File: config.mk
export PLATFORM = sky130hd
export DESIGN_NAME = pdq_ram
export DESIGN_NICKNAME = d
export VERILOG_FILES = /design/src/hdl/pdq_ram.sv
export SDC_FILE = /design/constraint.sdc
export NUM_CORES = 1
export LEC_CHECK = 0
export BUFFER_PORTS_ARGS = -buffer_cell sky130_fd_sc_hd__buf_2
export CAP_MARGIN = 20
export CORE_MARGIN = 3
export CORE_UTILIZATION = 52
export CTS_CLUSTER_SIZE = 40
export DETAILED_ROUTE_END_ITERATION = 10
export GPL_TIMING_DRIVEN = 0
export PLACE_DENSITY = 0.72
export SLEW_MARGIN = 10
export SYNTH_ARGS = -nofsm -noshare
export SYNTH_HDL_FRONTEND = slang
export SYNTH_SLANG_ARGS = --single-unit
File: constraint.sdc
create_clock -name clk -period 1.99 [get_ports clk]
set_input_delay 0.398 -clock clk [delete_from_list [all_inputs] [get_ports clk]]
set_output_delay 0.398 -clock clk [all_outputs]
set_load 0.05 [all_outputs]
File: src/hdl/pdq_ram.sv
// generic single write port, single read port ram with registered read
// no dependencies

module pdq_ram #(
  parameter int WIDTH = 8,
  parameter int DEPTH = 16
) (
  input  logic                     clk,
  input  logic                     we,
  input  logic [$clog2(DEPTH)-1:0] waddr,
  input  logic [WIDTH-1:0]         wdata,
  input  logic [$clog2(DEPTH)-1:0] raddr,
  output logic [WIDTH-1:0]         rdata
);

  logic [WIDTH-1:0] mem [DEPTH];

  always_ff @(posedge clk) begin
    if (we) begin
      mem[waddr] <= wdata;
    end
    rdata <= mem[raddr];
  end

endmodule

; ---- After elaboration in Yosys (flattened, before gate mapping)
; Memories as Yosys holds them, arrays and structs flattened. A register that Yosys moved wholly into a read port is not among the register bits.
; Index checks and enable logic that the tools add are counted.
[totals]
register_bits = 0
ram_bits = 128
input_bits = 18
out_inout_bits = 8
elab_cells = 3
mem_count = 1
[op_classes]
mux = 2
[mem_list]
columns = name, depth, word_bits, rd, rd_ports_with_merged_regs, write_ports, line
row1 = mem, 16, 8, 1, 1, 1, 16  ; logic [WIDTH-1:0] mem [DEPTH];
[ops]
columns = operator, count
row1 = 1-bit two-way mux, 2

; ---- Depth between registers and ports, before layout
; Gate-level depths: netlist of the first run.
[depth]
depth_word = 2
depth_mapped = 5
depth_no_buf = 3

; ---- Least setup slack after synthesis of the first run
; No wires, ideal clock.
[synth_timing]
kind = in2reg
from = input waddr[2]
to = memory mem[0][0], enable pin
setup_ps = 383
arrival_ps = 1508
t_required_ps = 1607
setup_slack_ps = 99
stages = 2
n_path_buf = 0
path_cell_list = or3b_2 > nor3_1
[synth_rtl]
columns = element, line
row1 = from (decl), 10  ; input logic [$clog2(DEPTH)-1:0] waddr,
row2 = to (decl), 16
; No word-level cell before the write port.

; ---- Worst setup path after layout of the first run
[layout_timing]
from = input waddr[2]
to = memory mem[0][1], enable pin
; No word-level cell before the write port.

==> results.toml, run 1 <==
[route]
drt_iter0_markers = 202
wl_per_cell_um = 23.22
routed_via_density = 5.675
ant_nets = 0
drt-total-wl_um = 9707
drc = 0
first_pass_iters = 4
routed-via-count = 2372

[critical_path]
r2r-start = "mem[5][0]"
ff2ff_setup_slack_ns = 0.58
arrival_ns = 1.88
cp_slowest_stage_delay_ns = 0.56
r2r-end = "rdata[0]"
cp_cell_sequence = "buf_2 -> or3b_2 -> nor3_1 -> buf_4"
crit_type = "input port to flop"
slowest_stage = "nor3_1"
critical_path.max_fanout = 5
r2r_cells = 3
crit_path_start_kind = "input port"
end_kind = "flop"
crit_required_ns = 2.21

[floorplan]
die_w_um = 105.5
initial_core_util_pct = 54.67
core-area_um2 = 9415
die_area_um2 = 11130
die_y_um = 105.5
io-pin-count = 26
row_count = 35

[finish]
antenna_cells = 0
area_growth_pct = 17.14
stdcell_area_um2 = 6030
layout-drive-gt1-share_pct = 30.10
nNetsFinal = 294

[clock_tree]
cts_resized = 0
cts_tree = "built"
cts_hold_buf = 0
postCtsSetupBuffers = 0
worstSkewPairLatency_ns = 0.52
clkTransAtPathRegs_ns = 0.06
cts.path.max_buffers = 2
cts_max_level = 4
clkSinkCount = 136
cts_made_buffers = 17
root_buffer = "clkbuf_8"

[logic_synthesis]
yosysUniqueCellTypes = 19
yosys_warnings = 0
ys_seq_area_share_pct = 77.78
syn_avg_cell_area_um2 = 22.48
synth_seq_cells = 136
synth_nets = 247
synthCells = 229
netlist_area_um2 = 5147

[power]
seqPwrFrac_pct = 48.7
power_w = 0.006606
internal-power_w = 0.005221
swShare_pct = 20.96
power.switching_w = 0.001384
p_per_area_nw_per_um2 = 1096
ir_drop_mv = 0.5309
power_frac_clock_pct = 45.7
p_comb_share_pct = 5.6
p_leak_nw = 2.034

[hold_path]
hold_depth = 1
whs_endpoint = "mem[15][1]"
hold_path.startpoint = "wdata[1]"
hold_path.class = "input port to flop"

[timing]
slew_headroom_pct = 45.54
fin_skew_ns = 0.008106
setup_viol = 0
finalWorstSetupSlack_ns = 0.3322
hold_ws_ns = 0.2878
rsz0062_at_grt = "false"
drv_slew = 0
hold_viol = 0
finalCriticalPeriod_ns = 1.658
max_freq_ghz = 0.6032
fin_tns_setup_ns = 0
worstMarginPinSlew_ns = 0.8139
period_share_pct = 83.31

[global_routing]
grt_pass1_vias = 2486
grtUsageTotal_pct = 19.22
grt_pass1_wl_um = 15100
grt_max_degree = 17
antenna_found_initial = 0
gr-total-overflow = 0

[placement]
place_hpwl_um = 6080
io_buffer_count = 24
place_area_um2 = 5454
pre_cts_slack_ns = -0.2294
gp_congestion = 0.7241

[job]
cap_violations = 0

[outcome]
status = "complete, no violations"
==> worst max-delay path: cells and delay by family <==
kind	cells	cell delay, ns
simple gates	2	1.08
buf+inv	2	0.39
==> per-layer routing <==
| layer | GRT usage, % | part of all wire [%] |
|---|---|---|
| met2 | 28.37 | 48 |
| met1 | 28.42 | 45 |
| met5 | 0 | 0 |
| met3 | 4.960 | 6.1 |
| met4 | 6.383 | 1.2 |
==> registers in the layout (all words and copies together) (netlist names) <==
name   flops
rdata      8
mem      128
==> worst max-delay path by stage <==
stage / from / cells past startpoint / to / slack, ns
6_report: waddr[2] / 4 / mem[0][1] / 0.33
5_1_grt: waddr[2] / 4 / mem[0][7] / 0.24
4_1_cts: waddr[2] / 4 / mem[0][1] / 0.32
3_5_place_dp: waddr[2] / 4 / mem[0][7] / -0.23
3_3_place_gp: waddr[2] / 3 / mem[0][7] / -0.43
2_1_floorplan: waddr[2] / 2 / mem[0][0] / 0.1
==> stage by stage <==
step,util [%],instances
after floorplan,-,229
after global placement,57.66,382
after detailed placement,57.93,386
after CTS,64.04,418
after global routing,64.04,418
final,64.04,418
==> area by class of cell <==
cell class	count	area, um^2
flip-flops and latches	136	4004
well taps	129	161.4
plain buffers	10	86.33
clock inverters	14	157.7
multi-input cells	83	1057
clock buffers	18	417.9
repair buffers	28	145.1
fillers	624	3386
==> power by group through the flow <==
stage | logic [W] | registers [W] | clock network, W
2_1_floorplan | 0.000163 | 0.00334 | 0
3_3_place_gp | 0.000360 | 0.00327 | 0
3_5_place_dp | 0.000371 | 0.00328 | 0
4_1_cts | 0.000372 | 0.00322 | 0.00306
5_1_grt | 0.000395 | 0.00322 | 0.00320
6_report | 0.000368 | 0.00322 | 0.00302
==> placed cells by master, fill, tap and decap left out <==
| cell type | count |
|---|---|
| edfxtp_1 | 128 |
| buf_2 | 29 |
| mux4_2 | 18 |
| a22oi_1 | 16 |
| clkbuf_16 | 16 |
| mux4_1 | 14 |
| nor2_1 | 13 |
| nand2_1 | 9 |
| dfxtp_1 | 8 |
| clkinv_2 | 5 |
| nor3_1 | 4 |
| clkinvlp_4 | 4 |
| buf_6 | 3 |
| clkdlybuf4s25_2 | 3 |
| buf_4 | 3 |
| bufinv_16 | 3 |
| nand3b_1 | 2 |
| nand2b_1 | 2 |
| nor2b_1 | 1 |
| and2_1 | 1 |
| and2b_1 | 1 |
| nand3_1 | 1 |
| or3b_2 | 1 |
| clkbuf_8 | 1 |
| clkbuf_1 | 1 |
| clkinv_1 | 1 |
| clkinv_4 | 1 |
==> kinds of logic after synthesis <==
kind of cell | count (synthesis) | share of synthesized area (%)
buffers and inverters | 10 | 1.677
muxes | 32 | 15.02
DFF | 136 | 77.78
AOI/OAI and AO/OA | 16 | 2.334
and+or+nand+nor | 35 | 3.184
==> synthesized netlist by cell type, drive strengths merged <==
master         instances  area, um^2
edfxtp               128        3844
mux4                  32       773.2
a22oi                 16       120.1
nor2                  13       48.80
nand2                  9       33.78
dfxtp                  8       160.2
buf                    7       56.30
nor3                   4       20.02
clkdlybuf4s25          3       30.03
nand2b                 2       12.51
nand3b                 2       15.01
and2                   1       6.260
and2b                  1       7.510
nand3                  1       5.000
nor2b                  1       6.260
or3b                   1       8.760
No activity file was read; power rests on OpenSTA's default activity.
==> run 2, diff against run 1 <==
Clock period 1.99 ns to 1.5 ns, I/O delays scaled along.
==> run 2 against run 1 <==
Net effect:
- first-iteration DRC count fell by 1.5%
- final area rose by 0.19%
- largest cell class unchanged
- count of clock-buffer cells in the layout rose by 1
- worst setup slack got worse by 0.27 ns
- largest power group unchanged
==> results.toml, run 2 (synthesized netlist as in run 1, its figures left out) <==
[critical_path]
critical_path.max_fanout = 1
arrival_ns = 1.83
crit_type = "flop to flop"
end_kind = "flop"
crit_required_ns = 1.89
crit_path_start_kind = "flop"

[floorplan]
row_count = 35
die_area_um2 = 11130
initial_core_util_pct = 54.67
io-pin-count = 26
core-area_um2 = 9415
die_y_um = 105.5
die_w_um = 105.5

[timing]
slew_headroom_pct = 45.79
rsz0062_at_grt = "true"
finalWorstSetupSlack_ns = 0.05752
hold_viol = 0
setup_viol = 0
drv_slew = 0
fin_skew_ns = 0.005754
worstMarginPinSlew_ns = 0.8101
finalCriticalPeriod_ns = 1.442
max_freq_ghz = 0.6933
period_share_pct = 96.17

[clock_tree]
cts_max_level = 4
cts_tree = "built"
cts.path.max_buffers = 2
postCtsSetupBuffers = 0
clkTransAtPathRegs_ns = 0.06
worstSkewPairLatency_ns = 0.51
root_buffer = "clkbuf_8"
cts_made_buffers = 17
clkSinkCount = 136
cts_hold_buf = 0

[route]
drc = 0
wl_per_cell_um = 23.55
first_pass_iters = 4
routed-via-count = 2434
routed_via_density = 5.837
ant_nets = 0
drt-total-wl_um = 9821
drt_iter0_markers = 199

[global_routing]
grt_pass1_wl_um = 14940
gr-total-overflow = 0
grt_pass1_vias = 2475
grtUsageTotal_pct = 19.27
antenna_found_initial = 0
grt_max_degree = 17

[placement]
io_buffer_count = 24
place_hpwl_um = 6020
gp_congestion = 0.7069
pre_cts_slack_ns = -0.5101

[power]
ir_drop_mv = 0.8463
p_per_area_nw_per_um2 = 1451
p_leak_nw = 2.033
power_w = 0.008763

[finish]
area_growth_pct = 17.36
largest_reg_flops = 128
layout-drive-gt1-share_pct = 31.25
mostFrequentLayoutCell = "edfxtp_1"
nNetsFinal = 293
reg_top3 = "mem: 128 flops, rdata: 8 flops"
largest-register = "mem"
antenna_cells = 0
mostFrequentLayoutCells = "edfxtp_1 (128), buf_2 (27), mux4_2 (18), a22oi_1 (16), clkbuf_16 (16)"

[job]
cap_violations = 0

[outcome]
status = "complete, no violations"

[hold_path]
hold_path.class = "input port to flop"
[run 2: final timing paths]
check | startpoint | end | slack, ns | cells after the start
worst max-delay path | mem[5][3] | rdata[3] | 0.06 | 3
worst min-delay path | wdata[4] | mem[3][4] | 0.18 | 1
worst max register to register | mem[5][3] | rdata[3] | 0.06 | 3
worst min register to register | mem[11][3] | rdata[3] | 0.68 | 3
[run 2: layout make-up]
type / instances / area (um^2)
buffer: 10 / 86.33
sequential: 136 / 4004
tap: 129 / 161.4
fill: 618 / 3374
multi-input combinational: 83 / 1070
timing repair buffer: 27 / 142.6
clock inverter: 13 / 155.1
clock buffer: 19 / 421.7
[run 2: layer usage]
layer	wire, um	vias up	track usage, %
met1	4102	1267	26.64
li1	-	1067	-
met4	143	0	6.753
met5	0	-	0
met2	4997	89	30.15
met3	577	11	5.083
[run 2: worst max-delay path, cell delays in order (launching register included)]
cell and delay (ns):
edfxtp_1 0.36, mux4_1 0.56, a22oi_1 0.31, nand2_1 0.08
[run 2: repair_timing]
item,CTS,global route
hold endpoints to repair,0,0
resized for setup,0,3
setup endpoints to repair,0,16
[run 2: metrics by stage]
step	setup TNS, ns	instance area (um^2)	hold WS, ns	utilization, %	cells
2_1_floorplan	-1.983	5152	0.3989	-	229
3_3_place_gp	-39.07	5434	0.6620	57.71	382
3_5_place_dp	-33.33	5456	0.6699	57.95	385
4_1_cts	0	6033	0.1655	64.08	417
5_1_grt	-0.04309	6041	0.1827	64.16	417
6_report	0	6041	0.1833	64.16	417
[run 2: power breakdown]
part / switching (W) / leakage (nW) / internal (W) / total (W)
logic: 0.000321 / 0.532 / 0.000171 / 0.000491
clock network: 0.00149 / 0.277 / 0.00252 / 0.00400
registers: 0.0000202 / 1.22 / 0.00425 / 0.00427
total: 0.00183 / 2.03 / 0.00694 / 0.00876
